===== src/rtl/terminal_escape_key_decoder_assert.svh =====
// Assertion macros for the terminal escape key decoder.
// Used by the RTL files that carry concurrent checks; needs clk_i and rst_ni in scope.
`ifndef TERMINAL_ESCAPE_KEY_DECODER_ASSERT_SVH
`define TERMINAL_ESCAPE_KEY_DECODER_ASSERT_SVH

`ifndef SYNTHESIS
`define TEKD_ASSERT(name, prop, msg) \
  name: assert property (@(posedge clk_i) disable iff (!rst_ni) (prop)) else $error(msg);
`define TEKD_ASSERT_NEXT(name, pre, post, msg) \
  name: assert property (@(posedge clk_i) disable iff (!rst_ni) (pre) |=> (post)) \
    else $error(msg);
`else
`define TEKD_ASSERT(name, prop, msg)
`define TEKD_ASSERT_NEXT(name, pre, post, msg)
`endif

`endif


===== src/rtl/tekd_pkg.sv =====
// Shared types and constants of the terminal escape key decoder.
// Used by the shared arithmetic unit and by the top level sequencer.
package tekd_pkg;

  localparam logic [7:0] CH_BS    = 8'h08;
  localparam logic [7:0] CH_LF    = 8'h0A;
  localparam logic [7:0] CH_CR    = 8'h0D;
  localparam logic [7:0] CH_ESC   = 8'h1B;
  localparam logic [7:0] CH_SPACE = 8'h20;
  localparam logic [7:0] CH_ZERO  = 8'h30;
  localparam logic [7:0] CH_NINE  = 8'h39;
  localparam logic [7:0] CH_SEMI  = 8'h3B;
  localparam logic [7:0] CH_UP    = 8'h41;
  localparam logic [7:0] CH_DOWN  = 8'h42;
  localparam logic [7:0] CH_RIGHT = 8'h43;
  localparam logic [7:0] CH_LEFT  = 8'h44;
  localparam logic [7:0] CH_LBRKT = 8'h5B;
  localparam logic [7:0] CH_TILDE = 8'h7E;

  localparam logic [15:0] DELETE_PARAM  = 16'd3;
  localparam logic [15:0] TIMEOUT_RESET = 16'd100;

  localparam logic [2:0] KEY_CHAR      = 3'd0;
  localparam logic [2:0] KEY_ENTER     = 3'd1;
  localparam logic [2:0] KEY_BACKSPACE = 3'd2;
  localparam logic [2:0] KEY_UP        = 3'd3;
  localparam logic [2:0] KEY_DOWN      = 3'd4;
  localparam logic [2:0] KEY_RIGHT     = 3'd5;
  localparam logic [2:0] KEY_LEFT      = 3'd6;
  localparam logic [2:0] KEY_DELETE    = 3'd7;

  localparam logic [1:0] PS_NORMAL = 2'd0;
  localparam logic [1:0] PS_ESC    = 2'd1;
  localparam logic [1:0] PS_CSI    = 2'd2;
  localparam logic [1:0] PS_PARAM  = 2'd3;

  typedef enum logic [1:0] {
    ALU_INC_SAT,
    ALU_GT,
    ALU_MAC10
  } alu_op_e;

  typedef struct packed {
    alu_op_e     op;
    logic [15:0] a;
    logic [15:0] b;
  } alu_req_t;

  typedef struct packed {
    logic [15:0] value;
    logic        flag;
  } alu_rsp_t;

  function automatic logic normal_emits(input logic [7:0] b);
    normal_emits = (b == CH_CR) || (b == CH_LF) || (b == CH_BS) || (b >= CH_SPACE);
  endfunction

endpackage


===== src/rtl/tekd_alu.sv =====
// Shared arithmetic unit: saturating increment, greater-than compare and
// saturating multiply-by-ten accumulate. Depends on tekd_pkg.
module tekd_alu import tekd_pkg::*; (
  input  alu_req_t req_i,
  output alu_rsp_t rsp_o
);

  logic [19:0] mac;

  assign mac = {1'b0, req_i.a, 3'b000} + {3'b000, req_i.a, 1'b0} + {16'd0, req_i.b[3:0]};

  always_comb begin
    rsp_o = '0;
    case (req_i.op)
      ALU_INC_SAT: begin
        rsp_o.value = (req_i.a == 16'hFFFF) ? req_i.a : req_i.a + 16'd1;
      end
      ALU_GT: begin
        rsp_o.flag = req_i.a > req_i.b;
      end
      ALU_MAC10: begin
        rsp_o.value = (|mac[19:16]) ? 16'hFFFF : mac[15:0];
      end
      default: begin
        rsp_o = '0;
      end
    endcase
  end

endmodule


===== src/rtl/tekd_seq_buf.sv =====
// Buffer of the bytes of a pending escape sequence, one write and one
// registered read port. Self-contained; contents are undefined until written.
module tekd_seq_buf #(
  parameter int Depth = 16
) (
  input  logic                     clk_i,
  input  logic                     we_i,
  input  logic [$clog2(Depth)-1:0] waddr_i,
  input  logic [7:0]               wdata_i,
  input  logic                     re_i,
  input  logic [$clog2(Depth)-1:0] raddr_i,
  output logic [7:0]               rdata_o
);

  logic [7:0] mem [Depth];
  logic [7:0] rdata_q;

  always_ff @(posedge clk_i) begin
    if (we_i) begin
      mem[waddr_i] <= wdata_i;
    end
    if (re_i) begin
      rdata_q <= mem[raddr_i];
    end
  end

  assign rdata_o = rdata_q;

endmodule


===== src/rtl/terminal_escape_key_decoder.sv =====
// Top level of the terminal escape key decoder: sequencer, output register,
// configuration register. Depends on tekd_pkg, tekd_alu and tekd_seq_buf.
//
//   channel  | direction | tdata            | tuser            | tlast
//   s_axis   | in        | [7:0] byte_value | [0] mode         | -
//   m_axis   | out       | [7:0] char_code  | [2:0] event_kind | last
//   cfg      | in        | [15:0] timeout_ticks (write enable only)
//
// A tick visits S_TICK; a byte S_CHECK and S_HANDLE; a parameter digit also S_MAC.
// A stale flush reads each buffered byte through the single buffer read port.
// The sequencer holds a result while the output register is full and tready is low.
// Reset returns the parser to its normal state; the buffer needs no clearing pass.
`include "terminal_escape_key_decoder_assert.svh"

module terminal_escape_key_decoder import tekd_pkg::*; #(
  parameter int SEQ_MAX = 16
) (
  input  logic        clk_i,
  input  logic        rst_ni,
  input  logic        s_axis_tvalid,
  output logic        s_axis_tready,
  input  logic [7:0]  s_axis_tdata,   // [7:0] byte_value
  input  logic [0:0]  s_axis_tuser,   // [0] mode
  output logic        m_axis_tvalid,
  input  logic        m_axis_tready,
  output logic [7:0]  m_axis_tdata,   // [7:0] char_code
  output logic [2:0]  m_axis_tuser,   // [2:0] event_kind
  output logic        m_axis_tlast,
  input  logic        cfg_we_i,
  input  logic [15:0] cfg_wdata_i
);

  localparam int AW = $clog2(SEQ_MAX);
  localparam int CW = $clog2(SEQ_MAX + 1);

  localparam logic [2:0] S_IDLE   = 3'd0;
  localparam logic [2:0] S_TICK   = 3'd1;
  localparam logic [2:0] S_CHECK  = 3'd2;
  localparam logic [2:0] S_FL_RD  = 3'd3;
  localparam logic [2:0] S_FL_WR  = 3'd4;
  localparam logic [2:0] S_HANDLE = 3'd5;
  localparam logic [2:0] S_MAC    = 3'd6;

  logic [2:0]    state_q, state_d;
  logic [1:0]    ps_q, ps_d;
  logic [CW-1:0] cnt_q, cnt_d;
  logic [CW-1:0] flush_idx_q, flush_idx_d;
  logic [15:0]   fp_val_q, fp_val_d;
  logic          fp_pres_q, fp_pres_d;
  logic          fp_closed_q, fp_closed_d;
  logic [15:0]   idle_q, idle_d;
  logic [15:0]   timeout_q;
  logic [7:0]    byte_q;
  logic          out_valid_q, out_valid_d;
  logic [2:0]    out_kind_q;
  logic [7:0]    out_code_q;
  logic          out_last_q;

  logic          out_load;
  logic [2:0]    out_kind_n;
  logic [7:0]    out_code_n;
  logic          out_last_n;
  logic          slot_free;
  logic          in_accept;
  logic          is_digit;
  logic          is_semi;
  logic          buf_we;
  logic          buf_re;
  logic [7:0]    buf_rdata;
  logic          flush_end;
  alu_req_t      alu_req;
  alu_rsp_t      alu_rsp;

  tekd_alu u_alu (
    .req_i (alu_req),
    .rsp_o (alu_rsp)
  );

  tekd_seq_buf #(
    .Depth (SEQ_MAX)
  ) u_buf (
    .clk_i   (clk_i),
    .we_i    (buf_we),
    .waddr_i (cnt_q[AW-1:0]),
    .wdata_i (byte_q),
    .re_i    (buf_re),
    .raddr_i (flush_idx_q[AW-1:0]),
    .rdata_o (buf_rdata)
  );

  assign s_axis_tready = (state_q == S_IDLE);
  assign in_accept     = s_axis_tvalid && s_axis_tready;
  assign slot_free     = !out_valid_q || m_axis_tready;
  assign is_digit      = (byte_q >= CH_ZERO) && (byte_q <= CH_NINE);
  assign is_semi       = (byte_q == CH_SEMI);
  assign flush_end     = ((flush_idx_q + CW'(1)) == cnt_q);
  assign buf_re        = (state_q == S_FL_RD);

  always_comb begin
    alu_req.op = ALU_GT;
    alu_req.a  = idle_q;
    alu_req.b  = timeout_q;
    case (state_q)
      S_TICK: begin
        alu_req.op = ALU_INC_SAT;
      end
      S_MAC: begin
        alu_req.op = ALU_MAC10;
        alu_req.a  = fp_val_q;
        alu_req.b  = {12'd0, byte_q[3:0]};
      end
      default: begin
        alu_req.op = ALU_GT;
      end
    endcase
  end

  always_comb begin
    state_d     = state_q;
    ps_d        = ps_q;
    cnt_d       = cnt_q;
    flush_idx_d = flush_idx_q;
    fp_val_d    = fp_val_q;
    fp_pres_d   = fp_pres_q;
    fp_closed_d = fp_closed_q;
    idle_d      = idle_q;
    buf_we      = 1'b0;
    out_load    = 1'b0;
    out_kind_n  = KEY_CHAR;
    out_code_n  = 8'd0;
    out_last_n  = 1'b1;

    case (state_q)
      S_IDLE: begin
        if (in_accept) begin
          state_d = s_axis_tuser[0] ? S_TICK : S_CHECK;
        end
      end
      S_TICK: begin
        idle_d  = alu_rsp.value;
        state_d = S_IDLE;
      end
      S_CHECK: begin
        flush_idx_d = '0;
        if ((ps_q != PS_NORMAL) && alu_rsp.flag) begin
          state_d = S_FL_RD;
        end else begin
          state_d = S_HANDLE;
        end
      end
      S_FL_RD: begin
        state_d = S_FL_WR;
      end
      S_FL_WR: begin
        if (slot_free) begin
          out_load    = 1'b1;
          out_code_n  = buf_rdata;
          out_last_n  = flush_end && !normal_emits(byte_q);
          flush_idx_d = flush_idx_q + CW'(1);
          if (flush_end) begin
            ps_d        = PS_NORMAL;
            cnt_d       = '0;
            fp_val_d    = '0;
            fp_pres_d   = 1'b0;
            fp_closed_d = 1'b0;
            state_d     = S_HANDLE;
          end else begin
            state_d = S_FL_RD;
          end
        end
      end
      S_HANDLE: begin
        case (ps_q)
          PS_NORMAL: begin
            if (byte_q == CH_ESC) begin
              buf_we = 1'b1;
              cnt_d  = CW'(1);
              ps_d   = PS_ESC;
            end else if ((byte_q == CH_CR) || (byte_q == CH_LF)) begin
              out_load   = 1'b1;
              out_kind_n = KEY_ENTER;
            end else if (byte_q == CH_BS) begin
              out_load   = 1'b1;
              out_kind_n = KEY_BACKSPACE;
            end else if (byte_q >= CH_SPACE) begin
              out_load   = 1'b1;
              out_code_n = byte_q;
            end
          end
          PS_ESC: begin
            if ((byte_q == CH_LBRKT) && (cnt_q < CW'(SEQ_MAX))) begin
              buf_we = 1'b1;
              cnt_d  = cnt_q + CW'(1);
              ps_d   = PS_CSI;
            end else begin
              ps_d  = PS_NORMAL;
              cnt_d = '0;
            end
          end
          default: begin
            if (is_digit || is_semi) begin
              if (cnt_q >= CW'(SEQ_MAX)) begin
                ps_d        = PS_NORMAL;
                cnt_d       = '0;
                fp_val_d    = '0;
                fp_pres_d   = 1'b0;
                fp_closed_d = 1'b0;
              end else begin
                buf_we = 1'b1;
                cnt_d  = cnt_q + CW'(1);
                ps_d   = PS_PARAM;
                if (is_semi && !fp_closed_q) begin
                  fp_pres_d   = 1'b1;
                  fp_closed_d = 1'b1;
                end
              end
            end else begin
              case (byte_q)
                CH_UP: begin
                  out_load   = 1'b1;
                  out_kind_n = KEY_UP;
                end
                CH_DOWN: begin
                  out_load   = 1'b1;
                  out_kind_n = KEY_DOWN;
                end
                CH_RIGHT: begin
                  out_load   = 1'b1;
                  out_kind_n = KEY_RIGHT;
                end
                CH_LEFT: begin
                  out_load   = 1'b1;
                  out_kind_n = KEY_LEFT;
                end
                CH_TILDE: begin
                  out_load   = fp_pres_q && (fp_val_q == DELETE_PARAM);
                  out_kind_n = KEY_DELETE;
                end
                default: begin
                  out_load = 1'b0;
                end
              endcase
              ps_d        = PS_NORMAL;
              cnt_d       = '0;
              fp_val_d    = '0;
              fp_pres_d   = 1'b0;
              fp_closed_d = 1'b0;
            end
          end
        endcase

        idle_d = '0;
        if (is_digit && (ps_q != PS_NORMAL) && (ps_q != PS_ESC) && !fp_closed_q &&
            (cnt_q < CW'(SEQ_MAX))) begin
          state_d = S_MAC;
        end else begin
          state_d = S_IDLE;
        end

        // A result that finds the output register still full waits here.
        if (out_load && !slot_free) begin
          state_d     = state_q;
          ps_d        = ps_q;
          cnt_d       = cnt_q;
          fp_val_d    = fp_val_q;
          fp_pres_d   = fp_pres_q;
          fp_closed_d = fp_closed_q;
          idle_d      = idle_q;
          buf_we      = 1'b0;
          out_load    = 1'b0;
        end
      end
      S_MAC: begin
        fp_val_d  = alu_rsp.value;
        fp_pres_d = 1'b1;
        state_d   = S_IDLE;
      end
      default: begin
        state_d = S_IDLE;
      end
    endcase
  end

  assign out_valid_d = out_load ? 1'b1 : (m_axis_tready ? 1'b0 : out_valid_q);

  always_ff @(posedge clk_i or negedge rst_ni) begin
    if (!rst_ni) begin
      state_q     <= S_IDLE;
      ps_q        <= PS_NORMAL;
      cnt_q       <= '0;
      flush_idx_q <= '0;
      fp_val_q    <= '0;
      fp_pres_q   <= 1'b0;
      fp_closed_q <= 1'b0;
      idle_q      <= '0;
      timeout_q   <= TIMEOUT_RESET;
      out_valid_q <= 1'b0;
    end else begin
      state_q     <= state_d;
      ps_q        <= ps_d;
      cnt_q       <= cnt_d;
      flush_idx_q <= flush_idx_d;
      fp_val_q    <= fp_val_d;
      fp_pres_q   <= fp_pres_d;
      fp_closed_q <= fp_closed_d;
      idle_q      <= idle_d;
      out_valid_q <= out_valid_d;
      if (cfg_we_i) begin
        timeout_q <= cfg_wdata_i;
      end
    end
  end

  always_ff @(posedge clk_i) begin
    if (in_accept) begin
      byte_q <= s_axis_tdata;
    end
    if (out_load) begin
      out_kind_q <= out_kind_n;
      out_code_q <= out_code_n;
      out_last_q <= out_last_n;
    end
  end

  assign m_axis_tvalid = out_valid_q;
  assign m_axis_tdata  = out_code_q;
  assign m_axis_tuser  = out_kind_q;
  assign m_axis_tlast  = out_last_q;

  `TEKD_ASSERT(a_cnt_bound, cnt_q <= CW'(SEQ_MAX), "Pending count exceeds the buffer depth.")
  `TEKD_ASSERT(a_cnt_state, (ps_q == PS_NORMAL) == (cnt_q == '0),
               "Pending count disagrees with the parser state.")
  `TEKD_ASSERT(a_flush_idx, ((state_q == S_FL_RD) || (state_q == S_FL_WR)) |-> (flush_idx_q < cnt_q),
               "Flush index runs past the pending bytes.")
  `TEKD_ASSERT_NEXT(a_mac_done, state_q == S_MAC, (state_q == S_IDLE) && fp_pres_q,
                    "Parameter accumulate did not complete the word.")

endmodule

===== config.mk =====
export PLATFORM = sky130hd
export DESIGN_NAME = terminal_escape_key_decoder
export DESIGN_NICKNAME = d
export VERILOG_FILES = /design/src/rtl/tekd_pkg.sv /design/src/rtl/tekd_alu.sv /design/src/rtl/tekd_seq_buf.sv /design/src/rtl/terminal_escape_key_decoder.sv
export VERILOG_INCLUDE_DIRS = /design/src /design/src/rtl
export SDC_FILE = /design/constraint.sdc
export NUM_CORES = 1
export LEC_CHECK = 0
export BUFFER_PORTS_ARGS = -buffer_cell sky130_fd_sc_hd__buf_2
export CORE_ASPECT_RATIO = 1.4
export CORE_MARGIN = 2
export CORE_UTILIZATION = 56
export CTS_CLUSTER_DIAMETER = 60
export DETAILED_ROUTE_END_ITERATION = 16
export PLACE_DENSITY = 0.76
export SETUP_SLACK_MARGIN = 0.1
export SLEW_MARGIN = 20
export SYNTH_ARGS = -nofsm -noshare
export SYNTH_HDL_FRONTEND = slang
export SYNTH_SLANG_ARGS = --single-unit
export TNS_END_PERCENT = 50

===== constraint.sdc =====
create_clock -name clk_i -period 4.4 [get_ports clk_i]
set_input_delay 0.66 -clock clk_i [delete_from_list [all_inputs] [get_ports clk_i]]
set_output_delay 0.66 -clock clk_i [all_outputs]
set_load 0.02 [all_outputs]

# After elaboration in Yosys (flattened, before gate mapping)

Memory sizes are Yosys's and may differ from the RTL's. A register that Yosys moved wholly into a read port is not among the register bits.
Index checks and enable logic that the tools add are counted.

Output and inout bits: 14
Register bits after elaboration: 86
Bits of input ports: 30
Bits in writable memories: 128
Memories: 1

$lt $le $gt $ge: 6
Reductions and logical operators: 41
Muxes and demuxes: 87
Equal/unequal tests: 32
$add $sub $neg: 5

Memory list:

| memory    | words | bits a word | read ports | clocked after Yosys merged registers in | wr ports | line               | source |
|---|---|---|---|---|---|---|---|
| u_buf.mem | 16    | 8           | 1          | 1                                       | 1        | tekd_seq_buf.sv:15 | `logic [7:0] mem [Depth];` |

Operators by type and width:

| cell                                                               | count |
|---|---|
| two-way mux 16 bit                                                 | 9 |
| case mux 16 bit (2 select lines)                                   | 2 |
| equality test 8 x 7 -> 1 bit (second input constant)               | 6 |
| two-way mux 8 bit                                                  | 6 |
| case mux 16 bit (3 select lines)                                   | 1 |
| two-way mux 5 bit                                                  | 8 |
| two-way mux 32 bit                                                 | 1 |
| case mux 3 bit (5 select lines)                                    | 2 |
| case mux 5 bit (2 select lines)                                    | 3 |
| two-way mux 1 bit                                                  | 26 |
| equality test 8 x 4 -> 1 bit (second input constant)               | 3 |
| two-way mux 2 bit                                                  | 11 |
| two-way mux 3 bit                                                  | 7 |
| adder 19 x 17 -> 20 bit                                            | 1 |
| adder 20 x 4 -> 20 bit                                             | 1 |
| AND reduction 6 bit                                                | 3 |
| adder 16 x 1 -> 16 bit (second input constant)                     | 1 |
| equality test 16 bit (second input constant)                       | 1 |
| equality test 16 x 2 -> 1 bit (second input constant)              | 1 |
| greater-or-equal comparator 8 x 6 -> 1 bit (second input constant) | 2 |
| > comparator 16 bit                                                | 1 |
| case mux 8 bit (2 select lines)                                    | 1 |
| logical AND 1 bit                                                  | 12 |
| case mux 2 bit (2 select lines)                                    | 3 |
| other kinds (30)                                                   | 59 |

# Longest topological paths before layout

Depth in word-level cells: 12
Depth in mapped cells: 20

# Cells and area by module

Synthesis repeated with hierarchy kept, for this count alone.

Cells, all modules: 963
Area, all modules: 12,009.0 um^2

By module, submodules not included:

| module                      | times used | sequential area each (um^2) | area each (um^2) | cells each |
|---|---|---|---|---|
| tekd_seq_buf                | 1          | 4,083.9                     | 5,227.5          | 229 |
| terminal_escape_key_decoder | 1          | 2,255.9                     | 4,491.8          | 428 |
| tekd_alu                    | 1          | 0.0                         | 2,289.7          | 306 |

# Least setup slack after synthesis

No wires, ideal clock.

Path type: register to register
Start: register state_q[1]
End: register fp_val_q[0]
Cell stages (with the launch flop): 21
Arrival time: 3.942 ns
Required time: 4.266 ns
Clock period less this slack: 4.077 ns
Library setup time: 0.134 ns
Setup slack: 0.323 ns
Cell sequence: dfrtp_1 > buf_4 > and3b_1 > buf_6 > buf_6 > clkbuf_1 > clkbuf_1 > nand2_1 > nand2_1 > ha_1 > ha_1 > inv_1 > fa_1 > nand2b_1 > a21oi_1 > o21a_1 > a311oi_1 > a211o_1 > a2111oi_4 > buf_4 > o21ai_0

Longest elaborated chain between the ends: 8
Elaborated cells on any way between the ends: 24

RTL lines:

| item                             | line                                                                   | source |
|---|---|---|
| from (decl)                      | terminal_escape_key_decoder.sv:44                                      | `logic [2:0] state_q, state_d;` |
| from (signal assigned)           | terminal_escape_key_decoder.sv:299                                     | `state_q <= state_d;` |
| equality test 3 bit              | terminal_escape_key_decoder.sv:103, terminal_escape_key_decoder.sv:133 |  |
| two-way mux 32 bit               | terminal_escape_key_decoder.sv:103                                     | `case (state_q)` |
| adder 19 x 17 -> 20 bit          | tekd_alu.sv:10                                                         | `assign mac = {1'b0, req_i.a, 3'b000} + {3'b000, req_i.a, 1'b0} + {16'd0, req_i.b[3:0]};` |
| adder 20 x 4 -> 20 bit           | tekd_alu.sv:10                                                         |  |
| OR reduction 4 bit               | tekd_alu.sv:22                                                         | `rsp_o.value = (\|mac[19:16]) ? 16'hFFFF : mac[15:0];` |
| two-way mux 16 bit               | tekd_alu.sv:22                                                         |  |
| case mux 16 bit (2 select lines) | tekd_alu.sv:14                                                         | `case (req_i.op)` |
| case mux 16 bit (3 select lines) | terminal_escape_key_decoder.sv:133                                     | `case (state_q)` |
| to (signal assigned)             | terminal_escape_key_decoder.sv:303                                     | `fp_val_q <= fp_val_d;` |
| to (decl)                        | terminal_escape_key_decoder.sv:48                                      | `logic [15:0] fp_val_q, fp_val_d;` |

Parallel ways exist; a longest one is shown, timed or not.
A chain may end at the register's enable or synchronous reset.

# Final worst setup path

Start: register state_q[0]
End: register fp_val_q[14]

Same word-level chain as after synthesis.

==> results.txt <==
The setup slack after placement came out at roughly 0.18 ns. Entering global routing, the biggest net connects 47 pins. Combinational cells account for between 30 and 40% of the total power. The count of hold buffers inserted by post-cts repair came out at 0. In this run the horizontal extent of the chip is approximately 120 um. The number of cells on the worst reg-to-reg path is 14. The total overflow left after global routing is 0. The number of filler cells placed in the layout came out at roughly 1500. The level count of the clock H-tree came out at 1. The number of remaining DRC errors is 0.

The analysis attributes to cell leakage a power of between 4 and 5 nW. In the synthesized netlist, the number of instances is around 900. Clock tree synthesis inserted a total of 23 buffers.

The max capacitance violation total is 0. The number of distinct library cells after synthesis is 73. Cells with a size suffix above 1 make up between 20 and 25% of the layout.

The TritonCTS clock tree is yes. Following the worst setup path forward leads to its endpoint at fp_val_q[14]. The placer's final routability congestion estimate came out at just over 0.9. The worst hold path belongs to the class input port to async pin. The full die area is roughly 21000 um^2.

The tree is rooted in a clkbuf_16. The total wirelength of the detailed-routed design came out at roughly 28000 um. The internal power component is about 4.7 mW. The flip-flop cell with the highest count after synthesis is edfxtp_1. Summing all non-filler instances in the final layout gives an area of approximately 13000 um^2. The number of optimization iterations in the first detailed-route pass came out at 7. The clock tree skew after final layout is ~0.02 ns. The setup violation total in the final timing report came out at 0. The worst hold-check slack is 0.161 ns. The yosys synthesis warning count is 0. The final count of hold timing violations came out at 0.

The number of enable flip-flop cells after synthesis came out at 156. The routed design could run at a clock period as short as 4.20 ns. The most critical setup path has its startpoint at state_q[0]. After clock tree synthesis, the clock-pin slew on the worst setup and hold paths is 0.07 ns. The element type at the critical path end is a flop. The synthesized netlist net count is about 1000. The flop and latch count out of synthesis came out at between 200 and 250. The net switching power of the design came out at 2.39 mW. The worst setup path is launched from a flop.

The cell area after technology mapping came out at between 10000 and 15000 um^2. For the pin with the worst max-slew slack, the measured transition is 1.12 ns. The post-detailed-placement cell area is between 10000 and 15000 um^2. Derived from the worst setup path, the maximum achievable clock frequency is about 0.24 GHz. The antenna diode count came out at 0. Sequential cells burn roughly two fifths of the power. The first-pass GRT wire length is 42800 um.

The setup path with the least slack is of type flop to flop. The startpoint of the worst register-to-register path is state_q[0]. The later pin in the worst-skew pair is clocked with a latency of between 0.5 and 0.6 ns. The number of rows created at floorplan came out at 61. Adding up every negative setup slack in the final design gives 0 ns. The power density relative to cell area is about 550 nW/um^2. The half-perimeter wire length of the detailed placement result came out at 19500 um. The count of final max-slew check failures is 0. The synthesized area per cell is 12.8 um^2. The layout overhead on the synthesized area is 13.0%. The effective utilization at floorplan came out at 57.2%. Setup repair after global routing left no endpoint under its margin. During placement, the flow inserted port buffers numbering 43. The antenna violation net count after detailed routing came out at 0. The reg-to-reg critical path endpoint is fp_val_q[14]. The largest fanout of any net on the critical path came out at 18. The fraction of registers with async set/reset is just under 30%. The worst slew margin relative to its limit came out at between 20% and 30%. The boundary pin count is 44.

The area of the placeable core is roughly 20000 um^2. The switching fraction of total power came out at between 30 and 40%. The share of total power in the clock network is between 20% and 30%. The endpoint required time on the critical path came out at roughly 4.8 ns.

The maximum count of clock buffers along a single path came out at 3. Across all register-to-register paths, the minimum setup slack is approximately 0.2 ns. The final net count is 1036. The minimum setup slack in the final design is slightly above 0.2 ns. The final period utilization is between 90% and 100%.

The largest voltage drop on the vdd net is between 300 and 400 uV. The overall die height is 172 um. The number of vias per cell after detailed routing is 6.44. The endpoint arrival time on the critical path is around 4.6 ns. The first routing iteration left 775 violations. Sequential elements use a little under three fifths of the synthesized area. Dividing the detail-routed wire length by the instance count gives approximately 23 um. The run finished with clean final reports. The number of antenna violations at the first check in global routing is 0. Total power for the finished layout comes to a little over 7 mW. For this design, the sink count on the clock tree is ~220.

The via count of the first global-routing pass came out at between 7000 and 8000. For this run, the total global-route usage over all layers was measured as about 26%. The routed layout has 7839 vias.
kinds of logic (layout without fill, tap and decap cells):
| group | Yosys count | count (layout) | synth area share, % |
|---|---|---|---|
| DFF | 222 | 222 | 55.8 |
| adders and majority gates | 56 | 56 | 6.24 |
| buffers and inverters | 64 | 143 | 2.36 |
| AOI/OAI and AO/OA | 197 | 197 | 11.7 |
| xor gates and xnor gates | 19 | 19 | 1.47 |
| muxes | 71 | 71 | 11.0 |
| and+or+nand+nor | 258 | 258 | 11.4 |
final cells by class:
class                      count  area, um^2  share of cell area (%)
clock buffer                  25         583                    4.54
inverter                      24        90.1                   0.702
tap                          252         315                    2.46
timing repair buffer          78         514                    4.01
clock inverter                16         211                    1.65
multi-input combinational    601        4780                    37.2
sequential                   222        6340                    49.4
worst max-delay path: stages (launching register included):
cell,delay (ns)
dfrtp_1,0.37
buf_4,0.17
and3b_2,0.33
buf_12,0.19
mux2_4,0.38
ha_1,0.29
ha_1,0.37
a21oi_1,0.23
nand2_1,0.11
o21a_1,0.25
a311oi_2,0.42
nand2_1,0.16
a2111oi_4,0.45
buf_6,0.19
o21ai_0,0.11
synthesized netlist by cell type (4+ instances only):
cell | count | share of area (%)
mux2_4 | 4 | 0.53
o211ai_1 | 9 | 0.59
nand2b_1 | 9 | 0.50
mux2_2 | 18 | 1.8
and2_1 | 6 | 0.33
xor2_1 | 7 | 0.54
nor2b_1 | 17 | 0.94
and4_1 | 4 | 0.31
nand3_1 | 25 | 1.1
and3_1 | 9 | 0.50
a32oi_1 | 5 | 0.39
mux4_2 | 40 | 7.9
mux2i_1 | 9 | 0.79
buf_1 | 5 | 0.17
o21a_1 | 7 | 0.46
dfrtp_1 | 63 | 14
o21bai_1 | 4 | 0.26
nor3_1 | 24 | 1.1
nor2_1 | 51 | 1.7
nor4_1 | 4 | 0.22
a211oi_1 | 4 | 0.26
o21ai_0 | 54 | 2.4
edfxtp_1 | 156 | 41
a21o_1 | 10 | 0.66
xnor2_1 | 12 | 0.93
a21oi_1 | 38 | 1.7
o31ai_1 | 6 | 0.40
a31oi_1 | 6 | 0.33
clkbuf_1 | 27 | 0.89
ha_1 | 55 | 6.1
nand2_1 | 81 | 2.7
inv_1 | 24 | 0.79
a22oi_1 | 19 | 1.3
buf_2 | 4 | 0.18
nand3b_1 | 6 | 0.40
or3_1 | 4 | 0.22
per-stage QoR:
stage / util, % / cells
finish: 64.7 / 1218
global route: 64.7 / 1218
CTS: 64.2 / 1212
detailed placement: 60.2 / 1171
global placement: 60.2 / 1171
floorplan: - / 887
power groups by stage:
stage	Clock, mW	Sequential, mW	Combinational, mW
5_1_grt	2.15	2.79	2.45
6_report	2.04	2.77	2.26
3_5_place_dp	0	2.80	2.19
4_1_cts	2.07	2.77	2.22
3_3_place_gp	0	2.79	2.14
2_1_floorplan	0	2.67	1.62
how the worst min path moves through the flow:
stage,start,to,slack (ns)
after global placement,idle_q[7],idle_q[7],0.47
final,rst_ni,fp_val_q[9],0.16
after floorplan,rst_ni,cnt_q[0],0.36
after detailed placement,idle_q[10],idle_q[10],0.47
after CTS,s_axis_tdata[5],byte_q[5],0.30
after global routing,rst_ni,fp_val_q[0],0.19
cell usage in the layout, fill, tap and decap left out, drive strengths merged, types with 5 or more instances in the layout:
cell type	Yosys	routed
nand2b	9	9
nand3	25	25
nand3b	6	6
inv	24	24
a31oi	6	6
a32oi	5	5
and4	5	5
o21ai	57	57
a22oi	19	19
o31ai	6	6
o21a	7	7
ha	55	55
a21oi	38	38
and3	9	9
nor4	5	5
buf	13	77
and2	6	6
xor2	7	7
mux2i	9	9
nor3	25	25
edfxtp	156	156
dfrtp	63	63
clkbuf	27	26
nand2	81	81
a21o	10	10
mux4	40	40
o211ai	9	9
nor2b	17	17
nor2	51	51
xnor2	12	12
mux2	22	22
clkinv	0	8
layer usage:
metal	GRT usage (%)	up-vias	routed length, um
met2	48.9	261	15300
met1	29.2	3943	10100
met4	11.0	0	1320
li1	-	3548	-
met3	2.85	87	1170
met5	0	-	0
sequential cells by signal (all words and copies together), names as in the netlist:
name,flops
m_axis_tlast,1
fp_val_q,16
ps_q,2
fp_pres_q,1
flush_idx_q,5
idle_q,16
byte_q,8
fp_closed_q,1
u_buf.rdata_o,8
timeout_q,16
cnt_q,5
m_axis_tvalid,1
m_axis_tdata,8
m_axis_tuser,3
u_buf.mem,128
state_q,3
timing repair:
item	CTS	global route
gates resized for setup	1	12
pin swaps	0	5
setup endpoints to repair	1	16
cloned	0	2
setup buffers	0	4
(Power assumes the default switching activity.)
